File: src/rtl/gdad_pkg.sv
// Shared types, constants and calendar tables for the Gregorian date adder.
// Used by gdad_ctrl, gdad_dp and gregorian_date_add_days; no dependencies.
package gdad_pkg;

	localparam int ORD_W = 23;

	localparam logic [ORD_W-1:0] DAYS_400   = 23'd146097;
	localparam logic [ORD_W-1:0] CENT_LONG  = 23'd36525;
	localparam logic [ORD_W-1:0] CENT_SHORT = 23'd36524;
	localparam logic [ORD_W-1:0] QUAD_LONG  = 23'd1461;
	localparam logic [ORD_W-1:0] QUAD_SHORT = 23'd1460;
	localparam logic [ORD_W-1:0] YEAR_LONG  = 23'd366;
	localparam logic [ORD_W-1:0] YEAR_SHORT = 23'd365;
	localparam logic [4:0]       FEB_LEAP   = 5'd29;
	localparam logic [12:0]      RECIP_100  = 13'd5243;
	localparam int               RECIP_SH   = 19;

	typedef struct packed {
		logic [13:0] start_year;
		logic [3:0]  start_month;
		logic [4:0]  start_day;
		logic [19:0] day_increment;
	} in_t;

	typedef struct packed {
		logic [13:0] result_year;
		logic [3:0]  result_month;
		logic [4:0]  result_day;
	} out_t;

	typedef enum logic [3:0] {
		ST_NONE, ST_MUL, ST_LEAP, ST_SUM, ST_ORD, ST_DIV,
		ST_CENT, ST_QUAD, ST_YEAR, ST_MON, ST_FIN
	} step_t;

	typedef struct packed {
		logic  load;
		step_t step;
	} cmd_t;

	typedef struct packed {
		logic fit;
		logic div_last;
	} stat_t;

	// Days in a month of a common year.
	function automatic logic [4:0] month_len(input logic [3:0] m);
		logic [4:0] d;
		unique case (m)
			4'd1, 4'd3, 4'd5, 4'd7, 4'd8, 4'd10, 4'd12: d = 5'd31;
			4'd4, 4'd6, 4'd9, 4'd11:                     d = 5'd30;
			4'd2:                                        d = 5'd28;
			default:                                     d = 5'd0;
		endcase
		return d;
	endfunction

	// Days of a common year before the first of month m.
	function automatic logic [8:0] month_start(input logic [3:0] m);
		logic [8:0] d;
		unique case (m)
			4'd1:    d = 9'd0;
			4'd2:    d = 9'd31;
			4'd3:    d = 9'd59;
			4'd4:    d = 9'd90;
			4'd5:    d = 9'd120;
			4'd6:    d = 9'd151;
			4'd7:    d = 9'd181;
			4'd8:    d = 9'd212;
			4'd9:    d = 9'd243;
			4'd10:   d = 9'd273;
			4'd11:   d = 9'd304;
			4'd12:   d = 9'd334;
			default: d = 9'd0;
		endcase
		return d;
	endfunction

endpackage

File: src/rtl/gregorian_date_add_days.sv
// Top level of the Gregorian date adder: date plus day count.
// Depends on gdad_pkg, gdad_ctrl and gdad_dp.
//
// Usage:
//   Present a date and a day increment on request and raise start. The
//   transaction is accepted at the rising edge where start is high and busy
//   is low; request is sampled at that edge only and may change afterwards.
//   The result date appears on result with done high for exactly one cycle.
//   The receiver cannot stall: capture result while done is high.
// Sequence: after acceptance the block builds the day ordinal (multiply,
//   leap count, sum, minus one), runs the restoring division by the
//   400-year span, then the century, quad, year and month subtract loops,
//   and finally assembles the result.
// Throughput: one transaction at a time; busy drops in the cycle that done
//   is high, so the next start can be accepted in that cycle.
// Reset: arst_n low clears the sequencer to idle and done low; no
//   transaction survives reset. Result registers are not reset.
module gregorian_date_add_days (
	input  logic           clk,
	input  logic           arst_n,
	input  logic           start,
	output logic           busy,
	input  gdad_pkg::in_t  request,
	output logic           done,
	output gdad_pkg::out_t result
);
	import gdad_pkg::*;

	cmd_t  cmd;
	stat_t stat;

	// sequencer: one state per step, subtract loops held until the datapath stops fitting, the division until its last bit
	gdad_ctrl u_ctrl (
		.clk    (clk),
		.arst_n (arst_n),
		.start  (start),
		.busy   (busy),
		.done   (done),
		.stat   (stat),
		.cmd    (cmd)
	);

	// datapath: ordinal arithmetic and the shared subtract unit
	gdad_dp u_dp (
		.clk     (clk),
		.arst_n  (arst_n),
		.cmd     (cmd),
		.request (request),
		.stat    (stat),
		.result  (result)
	);

endmodule

File: src/rtl/gdad_ctrl.sv
// Sequencing state machine of the Gregorian date adder.
// Depends on gdad_pkg; drives gdad_dp through cmd_t and reads stat_t.
module gdad_ctrl (
	input  logic           clk,
	input  logic           arst_n,
	input  logic           start,
	output logic           busy,
	output logic           done,
	input  gdad_pkg::stat_t stat,
	output gdad_pkg::cmd_t  cmd
);
	import gdad_pkg::*;

	typedef enum logic [10:0] {
		S_IDLE = 11'b00000000001,
		S_MUL  = 11'b00000000010,
		S_LEAP = 11'b00000000100,
		S_SUM  = 11'b00000001000,
		S_ORD  = 11'b00000010000,
		S_DIV  = 11'b00000100000,
		S_CENT = 11'b00001000000,
		S_QUAD = 11'b00010000000,
		S_YEAR = 11'b00100000000,
		S_MON  = 11'b01000000000,
		S_FIN  = 11'b10000000000
	} state_t;

	state_t state_q, state_d;
	logic   done_q;

	always_comb begin
		state_d  = state_q;
		cmd.load = 1'b0;
		cmd.step = ST_NONE;
		unique case (state_q)
			S_IDLE: begin
				cmd.load = start;
				if (start) state_d = S_MUL;
			end
			S_MUL: begin
				cmd.step = ST_MUL;
				state_d  = S_LEAP;
			end
			S_LEAP: begin
				cmd.step = ST_LEAP;
				state_d  = S_SUM;
			end
			S_SUM: begin
				cmd.step = ST_SUM;
				state_d  = S_ORD;
			end
			S_ORD: begin
				cmd.step = ST_ORD;
				state_d  = S_DIV;
			end
			S_DIV: begin
				cmd.step = ST_DIV;
				if (stat.div_last) state_d = S_CENT;
			end
			S_CENT: begin
				cmd.step = ST_CENT;
				if (!stat.fit) state_d = S_QUAD;
			end
			S_QUAD: begin
				cmd.step = ST_QUAD;
				if (!stat.fit) state_d = S_YEAR;
			end
			S_YEAR: begin
				cmd.step = ST_YEAR;
				if (!stat.fit) state_d = S_MON;
			end
			S_MON: begin
				cmd.step = ST_MON;
				if (!stat.fit) state_d = S_FIN;
			end
			S_FIN: begin
				cmd.step = ST_FIN;
				state_d  = S_IDLE;
			end
			default: state_d = S_IDLE;
		endcase
	end

	always_ff @(posedge clk or negedge arst_n) begin
		if (!arst_n) begin
			state_q <= S_IDLE;
			done_q  <= 1'b0;
		end else begin
			state_q <= state_d;
			done_q  <= (state_q == S_FIN);
		end
	end

	assign busy = (state_q != S_IDLE);
	assign done = done_q;

`ifndef SYNTHESIS
	a_done_idle: assert property (@(posedge clk) disable iff (!arst_n) done |-> !busy)
		else $error("result strobe while busy");
	a_accept_busy: assert property (@(posedge clk) disable iff (!arst_n)
		(start && !busy) |=> busy)
		else $error("accepted transaction did not start");
	a_done_fin: assert property (@(posedge clk) disable iff (!arst_n)
		done |-> $past(state_q == S_FIN))
		else $error("result strobe without final step");
`endif

endmodule

File: src/rtl/gdad_dp.sv
// Datapath of the Gregorian date adder: day ordinal, 400-year division,
// century/quad/year/month stepping and result assembly. Depends on gdad_pkg.
module gdad_dp (
	input  logic            clk,
	input  logic            arst_n,
	input  gdad_pkg::cmd_t  cmd,
	input  gdad_pkg::in_t   request,
	output gdad_pkg::stat_t stat,
	output gdad_pkg::out_t  result
);
	import gdad_pkg::*;

	// operands
	logic [13:0]      year_q;
	logic [3:0]       smon_q;
	logic [4:0]       day_q;
	logic [19:0]      inc_q;
	// products and ordinal
	logic [27:0]      q1p_q;
	logic [25:0]      q2p_q;
	logic [26:0]      q3p_q;
	logic [ORD_W-1:0] base_q;
	logic [12:0]      leaps_q;
	logic             sleap_q;
	logic [ORD_W-1:0] ord_q;
	out_t             result_q;
	// step counters
	logic [2:0]       div_idx_q;
	logic [5:0]       qt_q;
	logic [1:0]       c_q;
	logic [4:0]       k_q;
	logic [1:0]       j_q;
	logic [3:0]       mon_q;

	logic [3:0]       mon_clamp;
	logic [14:0]      quarter_sum;
	logic [8:0]       q1;
	logic [6:0]       q2;
	logic [7:0]       q3;
	logic [13:0]      hundreds;
	logic             yleap;
	logic             short_quad;
	logic [ORD_W-1:0] div_chunk;
	logic [ORD_W-1:0] chunk;
	logic             fit;
	logic [4:0]       mlen;
	logic [14:0]      year_full;

	always_comb begin
		priority if (request.start_month == 4'd0) mon_clamp = 4'd1;
		else if (request.start_month > 4'd12)     mon_clamp = 4'd12;
		else                                      mon_clamp = request.start_month;
	end

	assign quarter_sum = 15'(year_q) + 15'd3;
	assign q1          = q1p_q[RECIP_SH +: 9];
	assign q2          = q2p_q[RECIP_SH +: 7];
	assign q3          = q3p_q[RECIP_SH +: 8];
	assign hundreds    = 14'(q3) * 14'd100;

	// Century years leap only every fourth century; first year of a quad is the leap one.
	assign short_quad = (k_q == 5'd0) && (c_q != 2'd0);
	assign yleap      = (j_q == 2'd0) && !short_quad;
	assign div_chunk  = DAYS_400 << div_idx_q;
	assign mlen       = (mon_q == 4'd2 && yleap) ? FEB_LEAP : month_len(mon_q);

	always_comb begin
		chunk = '0;
		fit   = 1'b0;
		unique case (cmd.step)
			ST_CENT: begin
				chunk = (c_q == 2'd0) ? CENT_LONG : CENT_SHORT;
				fit   = (c_q != 2'd3) && (ord_q >= chunk);
			end
			ST_QUAD: begin
				chunk = short_quad ? QUAD_SHORT : QUAD_LONG;
				fit   = (ord_q >= chunk);
			end
			ST_YEAR: begin
				chunk = yleap ? YEAR_LONG : YEAR_SHORT;
				fit   = (j_q != 2'd3) && (ord_q >= chunk);
			end
			ST_MON: begin
				chunk = ORD_W'(mlen);
				fit   = (mon_q < 4'd12) && (ord_q >= chunk);
			end
			default: begin
				chunk = '0;
				fit   = 1'b0;
			end
		endcase
	end

	assign stat.fit      = fit;
	assign stat.div_last = (div_idx_q == 3'd0);

	assign year_full = 15'(qt_q) * 15'd400 + 15'(c_q) * 15'd100 + 15'({k_q, 2'b00})
		+ 15'(j_q);

	// control counters
	always_ff @(posedge clk or negedge arst_n) begin
		if (!arst_n) begin
			div_idx_q <= '0;
			qt_q      <= '0;
			c_q       <= '0;
			k_q       <= '0;
			j_q       <= '0;
			mon_q     <= 4'd1;
		end else begin
			unique case (cmd.step)
				ST_ORD: begin
					div_idx_q <= 3'd5;
					qt_q      <= '0;
					c_q       <= '0;
					k_q       <= '0;
					j_q       <= '0;
					mon_q     <= 4'd1;
				end
				ST_DIV: begin
					if (ord_q >= div_chunk) qt_q[div_idx_q] <= 1'b1;
					if (div_idx_q != 3'd0) div_idx_q <= div_idx_q - 3'd1;
				end
				ST_CENT: if (fit) c_q <= c_q + 2'd1;
				ST_QUAD: if (fit) k_q <= k_q + 5'd1;
				ST_YEAR: if (fit) j_q <= j_q + 2'd1;
				ST_MON:  if (fit) mon_q <= mon_q + 4'd1;
				default: ;
			endcase
		end
	end

	// (y + 399) / 4, the numerator of the 400-year leap term before division by 100
	function automatic logic [12:0] quarter_sum_399(input logic [13:0] y);
		logic [14:0] s;
		s = 15'(y) + 15'd399;
		return s[14:2];
	endfunction

	// payload
	always_ff @(posedge clk) begin
		if (cmd.load) begin
			year_q <= request.start_year;
			smon_q <= mon_clamp;
			day_q  <= request.start_day;
			inc_q  <= request.day_increment;
		end
		unique case (cmd.step)
			ST_MUL: begin
				q1p_q  <= 28'(year_q + 14'd0 + 15'd99) * 28'(RECIP_100);
				q2p_q  <= 26'(quarter_sum_399(year_q)) * 26'(RECIP_100);
				q3p_q  <= 27'(year_q) * 27'(RECIP_100);
				base_q <= ORD_W'(year_q) * YEAR_SHORT;
			end
			ST_LEAP: begin
				leaps_q <= quarter_sum[14:2] - 13'(q1) + 13'(q2);
				sleap_q <= (year_q[1:0] == 2'b00) && ((year_q != hundreds) || (q3[1:0] == 2'b00));
			end
			ST_SUM: begin
				ord_q <= base_q + ORD_W'(leaps_q) + ORD_W'(month_start(smon_q))
					+ ORD_W'(sleap_q && (smon_q > 4'd2)) + ORD_W'(day_q) + ORD_W'(inc_q);
			end
			ST_ORD: if (ord_q != '0) ord_q <= ord_q - ORD_W'(1);
			ST_DIV: if (ord_q >= div_chunk) ord_q <= ord_q - div_chunk;
			ST_CENT, ST_QUAD, ST_YEAR, ST_MON: if (fit) ord_q <= ord_q - chunk;
			ST_FIN: begin
				result_q.result_year  <= year_full[13:0];
				result_q.result_month <= mon_q;
				result_q.result_day   <= ord_q[4:0] + 5'd1;
			end
			default: ;
		endcase
	end

	assign result = result_q;

`ifndef SYNTHESIS
	a_quad_bound: assert property (@(posedge clk) disable iff (!arst_n)
		(cmd.step == ST_QUAD) |-> (k_q <= 5'd24))
		else $error("quad count out of range");
	a_rem_bound: assert property (@(posedge clk) disable iff (!arst_n)
		(cmd.step == ST_CENT) |-> (ord_q < DAYS_400))
		else $error("remainder not below 400-year span");
	a_month_range: assert property (@(posedge clk) disable iff (!arst_n)
		(mon_q >= 4'd1) && (mon_q <= 4'd12))
		else $error("month counter out of range");
`endif

endmodule

File: config.mk
export PLATFORM = sky130hd
export DESIGN_NAME = gregorian_date_add_days
export DESIGN_NICKNAME = d
export VERILOG_FILES = /design/src/rtl/gdad_pkg.sv /design/src/rtl/gregorian_date_add_days.sv /design/src/rtl/gdad_ctrl.sv /design/src/rtl/gdad_dp.sv
export SDC_FILE = /design/constraint.sdc
export NUM_CORES = 1
export LEC_CHECK = 0
export BUFFER_PORTS_ARGS = -buffer_cell sky130_fd_sc_hd__clkbuf_2
export CAP_MARGIN = 20
export CORE_MARGIN = 1
export CORE_UTILIZATION = 49
export CTS_BUF_LIST = sky130_fd_sc_hd__clkbuf_8 sky130_fd_sc_hd__clkbuf_16
export DETAILED_ROUTE_END_ITERATION = 8
export GPL_TIMING_DRIVEN = 0
export PLACE_DENSITY_LB_ADDON = 0.25
export SKIP_LAST_GASP = 1
export SLEW_MARGIN = 15
export SYNTH_ARGS = -nofsm -noshare
export SYNTH_HDL_FRONTEND = slang
export SYNTH_HIERARCHICAL = 1
export SYNTH_SLANG_ARGS = --single-unit
export TNS_END_PERCENT = 5
File: constraint.sdc
create_clock -name clk -period 6.5 [get_ports clk]
set_clock_uncertainty 0.05 [all_clocks]
set_input_delay 1.3 -clock clk [delete_from_list [all_inputs] [get_ports clk]]
set_output_delay 1.3 -clock clk [all_outputs]
set_load 0.005 [all_outputs]
==> results_tabular.tex, run 1 <==
\begin{tabular}{lr}
\hline
Metric & Value \\
\hline
\multicolumn{2}{l}{\textbf{Run status}} \\
\quad Outcome & complete, but fails checks \\
\quad Failing checks & setup timing \\
\multicolumn{2}{l}{\textbf{Synthesis}} \\
\quad Count of warnings emitted by yosys & 6 \\
\quad Post-synthesis cell count & 2,665 \\
\quad Combinational family with the most area after synthesis & adder cells \\
\quad Total standard cell area after synthesis & between 0.02 and 0.03 mm\^{}2 \\
\quad Number of synthesized flops with an enable pin & 150 \\
\quad Share of synthesized area occupied by flip-flops and latches & 0.1984 \\
\quad Synth async-reset ratio & 0.1848 \\
\quad Register bit count reported by yosys & 184 \\
\quad Basic-gate share of the synthesized area counting and, or, nand and nor cells & 0.09101 \\
\quad Mux contribution to synthesized area & 0.007275 \\
\quad Xor and xnor fraction of the mapped netlist area & 0.06001 \\
\quad Post-synth top flop & edfxtp\_1 \\
\quad Post-synthesis share of cell area spent on full adders, half adders and majority gates & 0.4526 \\
\quad Compound-cell area share of the yosys netlist & 0.1114 \\
\quad Mean cell area of the mapped netlist & between 10 and 15 um\^{}2 \\
\quad Number of unique standard cell types used by synthesis & about 100 \\
\quad Post-synth net total & roughly 3,500 \\
\multicolumn{2}{l}{\textbf{GRT}} \\
\quad Global-route usage over all layers & 0.2402 \\
\quad Number of global-route vias before repair & about 21,000 \\
\quad Largest net degree at the start of global routing & 35 \\
\quad Number of antenna violations at the first check in global routing & 0 \\
\quad Wire length of the first global-routing pass & approximately 110,000 um \\
\quad Congestion Overflow GR & 0 \\
\multicolumn{2}{l}{\textbf{Floorplan}} \\
\quad Number of core rows & 85 \\
\quad I/O pin total & 71 \\
\quad Die outline area & about 0.056 mm\^{}2 \\
\quad Die span in x & approximately 240 um \\
\quad Starting density of the core & 0.4988 \\
\quad Core Footprint & around 0.054 mm\^{}2 \\
\quad Vertical extent of the die & about 240 um \\
\multicolumn{2}{l}{\textbf{Route}} \\
\quad Remaining antenna violation count & 0 \\
\quad Drt initial violations & 998 \\
\quad DR pass1 iterations & 5 \\
\quad Total vias in the final route & a little under 20,000 \\
\quad DRC violations left & 0 \\
\quad Post-DR vias/cell & approximately 5.5 \\
\quad WL per Instance & between 15 and 20 um \\
\quad DRT Wirelength & about 66,000 um \\
\multicolumn{2}{l}{\textbf{Worst setup path}} \\
\quad Worst endpoint data arrival time & about 6.8 ns \\
\quad Source of the critical timing path & u\_dp/year\_q[2] \\
\quad Worst reg2reg setup slack & -0.05 ns \\
\quad Library cell contributing the largest single delay on the critical path & fa\_1 \\
\quad CP Data Required Time & between 6 and 7 ns \\
\quad Top Family by Delay on Critical Path & adder cells \\
\quad Crit path largest cell delay & $\sim$0.56 ns \\
\quad Kind of capture point of the worst setup path & flop \\
\quad Critical Setup Path Class & reg -> reg \\
\quad Crit Path Max Fanout & 5 \\
\quad RR Startpoint & u\_dp/year\_q[2] \\
\quad Number of buffer and inverter instances along the worst setup path & 9 \\
\quad Type of element launching the critical path & flop \\
\multicolumn{2}{l}{\textbf{Clocking}} \\
\quad \# clock sinks & $\sim$180 \\
\quad TritonCTS buffer count & 17 \\
\quad H-Tree Depth & 4 \\
\quad Clock-pin slew of the registers on the worst-case setup and hold paths & roughly 0.080 ns \\
\quad Bufs on Longest Clock Path & 2 \\
\quad Cell at the root of the clock tree & clkbuf\_16 \\
\quad CTS tree & yes \\
\quad Clock latency reported for the late side of the worst-skew pair & 0.50 ns \\
\multicolumn{2}{l}{\textbf{Timing}} \\
\quad Final Hold Slack & approximately 0.48 ns \\
\quad Fraction of the cycle the final worst path needs & 1.007 \\
\quad Number of failing setup endpoints in the final timing report & 1 \\
\quad Slew at the pin with the worst max-slew slack & around 0.95 ns \\
\quad Setup repair after global routing missed its margin & true \\
\quad Total negative slack & -0.04655 ns \\
\quad Post-layout min period & $\sim$6.5 ns \\
\quad Achievable Freq & about 150 MHz \\
\quad Slew HR & 0.3648 \\
\quad Count of endpoints failing hold in the final timing report & 0 \\
\quad Setup slack after layout & -0.04655 ns \\
\quad Final number of max-transition violations & 0 \\
\multicolumn{2}{l}{\textbf{Run}} \\
\quad Max-cap check violation count & 0 \\
\multicolumn{2}{l}{\textbf{Layout}} \\
\quad Area growth from synthesis to final layout & 12.48\% \\
\quad Net total in the final layout & around 3,700 \\
\quad Share of final-layout standard cells stronger than drive strength 1 & 0.1281 \\
\quad Number of antenna cells inserted & 0 \\
\multicolumn{2}{l}{\textbf{Place}} \\
\quad GP Congestion & around 0.92 \\
\quad Number of input and output port buffers inserted & 70 \\
\quad Post-detail-place hpwl & 53,190 um \\
\multicolumn{2}{l}{\textbf{Hold path}} \\
\quad HP Start & u\_dp/j\_q[1] \\
\quad Worst min-delay path class & reg -> reg \\
\hline
\end{tabular}
-- per-stage QoR --
stage	cells	cell area (um^2)	utilization	setup WS, ns
3_3_place_gp	3431	28270	0.5222	-1.726
6_report	3577	30370	0.5610	-0.04655
2_1_floorplan	2665	27050	-	-0.02011
5_1_grt	3577	30370	0.5610	-0.2841
3_5_place_dp	3442	28410	0.5249	-1.352
4_1_cts	3527	29760	0.5497	-0.01520
-- worst paths after layout --
path / endpoint / depth (start not counted)
max: u_dp/q2p_q[23] / 29
min: u_dp/result[10] / 0
max reg2reg: u_dp/q2p_q[23] / 29
min reg2reg: u_dp/result[10] / 0
max in group asynchronous: u_ctrl/state_q[2] / 1
min in group asynchronous: u_dp/k_q[0] / 1
-- layer usage --
metal	share of wire	GRT usage	vias to the layer above	wire [um]
met5	0	0	-	0
met4	0.040	0.09858	0	2642
met3	0.033	0.02996	137	2189
met2	0.52	0.4358	411	33970
met1	0.41	0.2860	9700	27120
li1	-	-	9503	-
-- what timing repair did --
item | in CTS | in global routing
hold buffers | 0 | 0
setup buffers | 53 | 50
resized for setup | 73 | 45
setup endpoints to repair | 16 | 15
pin swaps | 35 | 41
-- placed cells by master, fill, tap and decap left out, types with 26 or more instances in the layout --
cell      count
nand2b_1     26
a21oi_1      98
clkbuf_2     72
buf_4       103
nand3_1      40
xor2_1       42
nor2_1      119
fa_1        266
nor3_1       35
o21a_1       29
o21ai_0      71
edfxtp_1    150
a21o_1       47
dfrtp_1      32
nand2_1     104
xnor2_1     120
inv_1       502
ha_1        536
-- final cells by class --
class,count,area [um^2]
fill,4484,23760
multi-input combinational,1927,20090
sequential,184,5358
inverter,521,1984
timing repair buffer,184,1264
tap,696,870.8
clock buffer,18,439.2
buffer,33,198.9
clock inverter,14,165.2
-- sequential cells by signal, summed over array words and instances, names as in the netlist --
| name | cells |
|---|---|
| u_ctrl/state_q | 11 |
| u_dp/q2p_q | 7 |
| u_dp/day_q | 5 |
| u_dp/sleap_q | 1 |
| u_dp/q1p_q | 9 |
| u_dp/inc_q | 20 |
| u_ctrl/done | 1 |
| u_dp/mon_q | 4 |
| u_dp/j_q | 2 |
| u_dp/year_q | 14 |
| u_dp/ord_q | 23 |
| u_dp/k_q | 5 |
| u_dp/smon_q | 4 |
| u_dp/c_q | 2 |
| u_dp/result | 23 |
| u_dp/qt_q | 6 |
| u_dp/base_q | 22 |
| u_dp/div_idx_q | 3 |
| u_dp/leaps_q | 13 |
| u_dp/q3p_q | 9 |
-- synthesized netlist by cell type (21+ instances only) --
master / instances / area [um^2]
nor4_1: 21 / 131.4
dfrtp_1: 32 / 800.8
a21o_1: 49 / 367.9
nand2b_1: 28 / 175.2
clkbuf_1: 24 / 90.09
nand2_1: 105 / 394.1
xor2_1: 43 / 376.6
a21oi_1: 104 / 520.5
o21a_1: 29 / 217.7
nor3_1: 38 / 190.2
nand3_1: 42 / 210.2
ha_1: 548 / 6857
nor2_1: 122 / 457.9
xnor2_1: 137 / 1200
inv_1: 519 / 1948
fa_1: 268 / 5365
edfxtp_1: 150 / 4504
o21ai_0: 74 / 370.4
-- worst reg2reg max path, delay by kind of cell (launching register included) --
kind / cells / cell delay (ns)
AO/OA/AOI/OAI: 7 / 1.04
XOR/XNOR: 2 / 0.59
adder cells (fa/ha/maj): 7 / 2.73
buffers and inverters: 9 / 0.80
flip-flops: 1 / 0.41
AND/OR/NAND/NOR: 4 / 0.71
-- logic make-up (layout without fill, tap and decap cells) --
family | after synthesis | count (layout)
adders and majority gates | 816 | 816
and+or+nand+nor | 477 | 477
AOI/OAI and AO/OA | 433 | 433
muxes | 19 | 19
buffers and inverters | 554 | 770
xor gates and xnor gates | 182 | 182
DFF | 184 | 184
Power of run 1 is left out: the tool's default activity adds up to more than one toggle a clock period on the data nets, which glitch-free logic cannot reach.
==> run 2, diff against run 1 <==
--- a/config.mk
+++ b/config.mk
@@ -9,12 +9,12 @@
 export CAP_MARGIN = 20
 export CORE_MARGIN = 1
 export CORE_UTILIZATION = 49
-export CTS_BUF_LIST = sky130_fd_sc_hd__clkbuf_8 sky130_fd_sc_hd__clkbuf_16
+export CTS_BUF_LIST = sky130_fd_sc_hd__clkbuf_8
 export DETAILED_ROUTE_END_ITERATION = 8
 export GPL_TIMING_DRIVEN = 0
 export PLACE_DENSITY_LB_ADDON = 0.25
 export SKIP_LAST_GASP = 1
-export SLEW_MARGIN = 15
+export SLEW_MARGIN = 40
 export SYNTH_ARGS = -nofsm -noshare
 export SYNTH_HDL_FRONTEND = slang
 export SYNTH_HIERARCHICAL = 1
==> results_tabular.tex, run 2 (same netlist as run 1, synthesis figures left out) <==
\begin{tabular}{lr}
\hline
Metric & Value \\
\hline
\multicolumn{2}{l}{\textbf{Run status}} \\
\quad Outcome & complete, but fails checks \\
\quad Failing checks & setup timing \\
\multicolumn{2}{l}{\textbf{Floorplan}} \\
\quad Number of core rows & 85 (unchanged) \\
\quad Core Footprint & 0.05413 mm\^{}2 (unchanged) \\
\quad Die outline area & 0.05605 mm\^{}2 (unchanged) \\
\quad I/O pin total & 71 (unchanged) \\
\quad Die span in x & 236.7 um (unchanged) \\
\quad Vertical extent of the die & 236.7 um (unchanged) \\
\quad Starting density of the core & 0.4988 (unchanged) \\
\multicolumn{2}{l}{\textbf{Place}} \\
\quad Post-detail-place hpwl & 53,530 um (+0.65\%) \\
\quad Placed instance count & 3,446 (+0.12\%) \\
\quad Number of input and output port buffers inserted & 70 (unchanged) \\
\quad Dpl cell area & 0.02853 mm\^{}2 (+0.41\%) \\
\quad GP Congestion & 0.9168 (unchanged) \\
\multicolumn{2}{l}{\textbf{Timing}} \\
\quad Total negative slack & -0.01744 ns (+0.02911 ns) \\
\quad Post-layout min period & 6.517 ns (-0.02911 ns) \\
\quad Count of endpoints failing hold in the final timing report & 0 (unchanged) \\
\quad Setup slack after layout & -0.01744 ns (+0.02911 ns) \\
\quad Slew HR & 0.4373 (+0.07245) \\
\quad Fraction of the cycle the final worst path needs & 1.003 (-0.004478) \\
\quad Slew at the pin with the worst max-slew slack & 0.8381 ns (-0.1079 ns) \\
\quad Number of failing setup endpoints in the final timing report & 1 (unchanged) \\
\quad Achievable Freq & 153.4 MHz (+0.45\%) \\
\quad Setup repair after global routing missed its margin & true \\
\quad Final number of max-transition violations & 0 (unchanged) \\
\multicolumn{2}{l}{\textbf{Worst setup path}} \\
\quad Crit Path Max Fanout & 5 (unchanged) \\
\quad Kind of capture point of the worst setup path & flop \\
\quad CP Data Required Time & 6.74 ns (+0.02 ns) \\
\quad Type of element launching the critical path & flop \\
\quad Worst reg2reg setup slack & -0.02 ns (+0.03 ns) \\
\quad Number of buffer and inverter instances along the worst setup path & 6 (-3) \\
\quad Library cell contributing the largest single delay on the critical path & fa\_1 \\
\quad Crit path largest cell delay & 0.59 ns (+0.03 ns) \\
\quad Worst endpoint data arrival time & 6.76 ns (about the same) \\
\quad Top Family by Delay on Critical Path & adder cells \\
\quad Critical Setup Path Class & reg -> reg \\
\multicolumn{2}{l}{\textbf{Layout}} \\
\quad Share of final-layout standard cells stronger than drive strength 1 & 0.1178 (-0.01031) \\
\quad Core utilization of the finished layout & 0.5538 (-0.007235) \\
\quad Commonest cells after routing, fill and taps aside & 536 x ha\_1, 505 x inv\_1, 267 x fa\_1 \\
\quad Area growth from synthesis to final layout & 11.03\% \\
\quad Most common library cell in the layout ignoring fill and taps & ha\_1 \\
\quad Net total in the final layout & 3,702 (-0.75\%) \\
\quad Non-filler cells in the finished layout & 3,551 (-0.73\%) \\
\quad Final Instance Area & 0.02998 mm\^{}2 (-1.3\%) \\
\multicolumn{2}{l}{\textbf{Clocking}} \\
\quad \# clock sinks & 184 (unchanged) \\
\quad Clock-pin slew of the registers on the worst-case setup and hold paths & 0.12 ns (+0.04 ns) \\
\quad CTS tree & yes \\
\quad Cell at the root of the clock tree & clkbuf\_8 \\
\quad Clock latency reported for the late side of the worst-skew pair & 0.58 ns (+0.08 ns) \\
\quad Bufs on Longest Clock Path & 2 (unchanged) \\
\quad TritonCTS buffer count & 17 (unchanged) \\
\quad H-Tree Depth & 4 (unchanged) \\
\quad Quantity of hold-fixing buffers added after cts & 0 (unchanged) \\
\multicolumn{2}{l}{\textbf{Run}} \\
\quad Max-cap check violation count & 0 (unchanged) \\
\multicolumn{2}{l}{\textbf{Route}} \\
\quad WL per Instance & 18.43 um (about the same) \\
\quad Remaining antenna violation count & 0 (unchanged) \\
\quad Drt initial violations & 1,038 (+4.0\%) \\
\quad DR pass1 iterations & 6 (+1) \\
\quad DRC violations left & 0 (unchanged) \\
\quad Total vias in the final route & 19,658 (-0.47\%) \\
\quad DRT Wirelength & 65,430 um (-0.73\%) \\
\quad Post-DR vias/cell & 5.536 (+0.26\%) \\
\multicolumn{2}{l}{\textbf{GRT}} \\
\quad Wire length of the first global-routing pass & 106,800 um (+1.2\%) \\
\quad Number of global-route vias before repair & 20,745 (+0.20\%) \\
\quad Number of antenna violations at the first check in global routing & 2 (+2) \\
\quad Global-route usage over all layers & 0.2426 (+0.002343) \\
\quad Largest net degree at the start of global routing & 35 (unchanged) \\
\quad Congestion Overflow GR & 0 (unchanged) \\
\multicolumn{2}{l}{\textbf{Hold path}} \\
\quad Worst min-delay path class & reg -> reg \\
\hline
\end{tabular}
run 2: cell count changes in the layout (fill, tap and decap cells not counted), sizes merged:
cell      change
clkinvlp      -2
inv           +2
buf          -28
bufinv        -1
clkbuf        +1
diode         +2
run 2: what timing repair did:
item / 4_1_cts / 5_1_grt
setup buffers: 52 / 19
setup endpoints to repair: 16 / 19
resized for setup: 66 / 28
gates cloned: 0 / 0
pin swaps: 33 / 27
run 2: path summary, 6_finish.rpt:
kind | from | end | cells past startpoint
min in group asynchronous | arst_n | u_dp/j_q[0] | 1
worst min-delay path | u_dp/j_q[1] | u_dp/result[10] | 0
worst min register to register | u_dp/j_q[1] | u_dp/result[10] | 0
max in group asynchronous | arst_n | u_ctrl/state_q[0] | 1
worst max register to register | u_dp/year_q[2] | u_dp/q1p_q[27] | 26
worst max-delay path | u_dp/year_q[2] | u_dp/q1p_q[27] | 26
run 2: metal layers:
| layer | vias up | part of all wire | routed length, um | GRT usage |
|---|---|---|---|---|
| met5 | - | 0 | 0 | 0 |
| met4 | 0 | 0.035 | 2266 | 0.08993 |
| met3 | 123 | 0.038 | 2463 | 0.03404 |
| met2 | 440 | 0.52 | 33940 | 0.4394 |
| met1 | 9675 | 0.41 | 26760 | 0.2906 |
| li1 | 9420 | - | - | - |
run 2: metrics by stage:
| step | hold WS [ns] | setup slack, ns |
|---|---|---|
| after global routing | 0.4832 | -0.2959 |
| after detailed placement | 0.4418 | -1.423 |
| final | 0.4705 | -0.01744 |
| after global placement | 0.4211 | -1.726 |
| after CTS | 0.4715 | -0.009243 |
| after floorplan | 0.4006 | -0.02011 |
run 2: area by class of cell:
class	instances	area, um^2
clock buffer	19	261.5
tap	696	870.8
multi-input combinational	1927	20040
buffer	33	200.2
antenna	2	5.005
timing repair buffer	156	1110
fill	4641	24150
sequential	184	5358
inverter	521	1979
clock inverter	13	156.4
Power of run 2 is left out for the same reason.
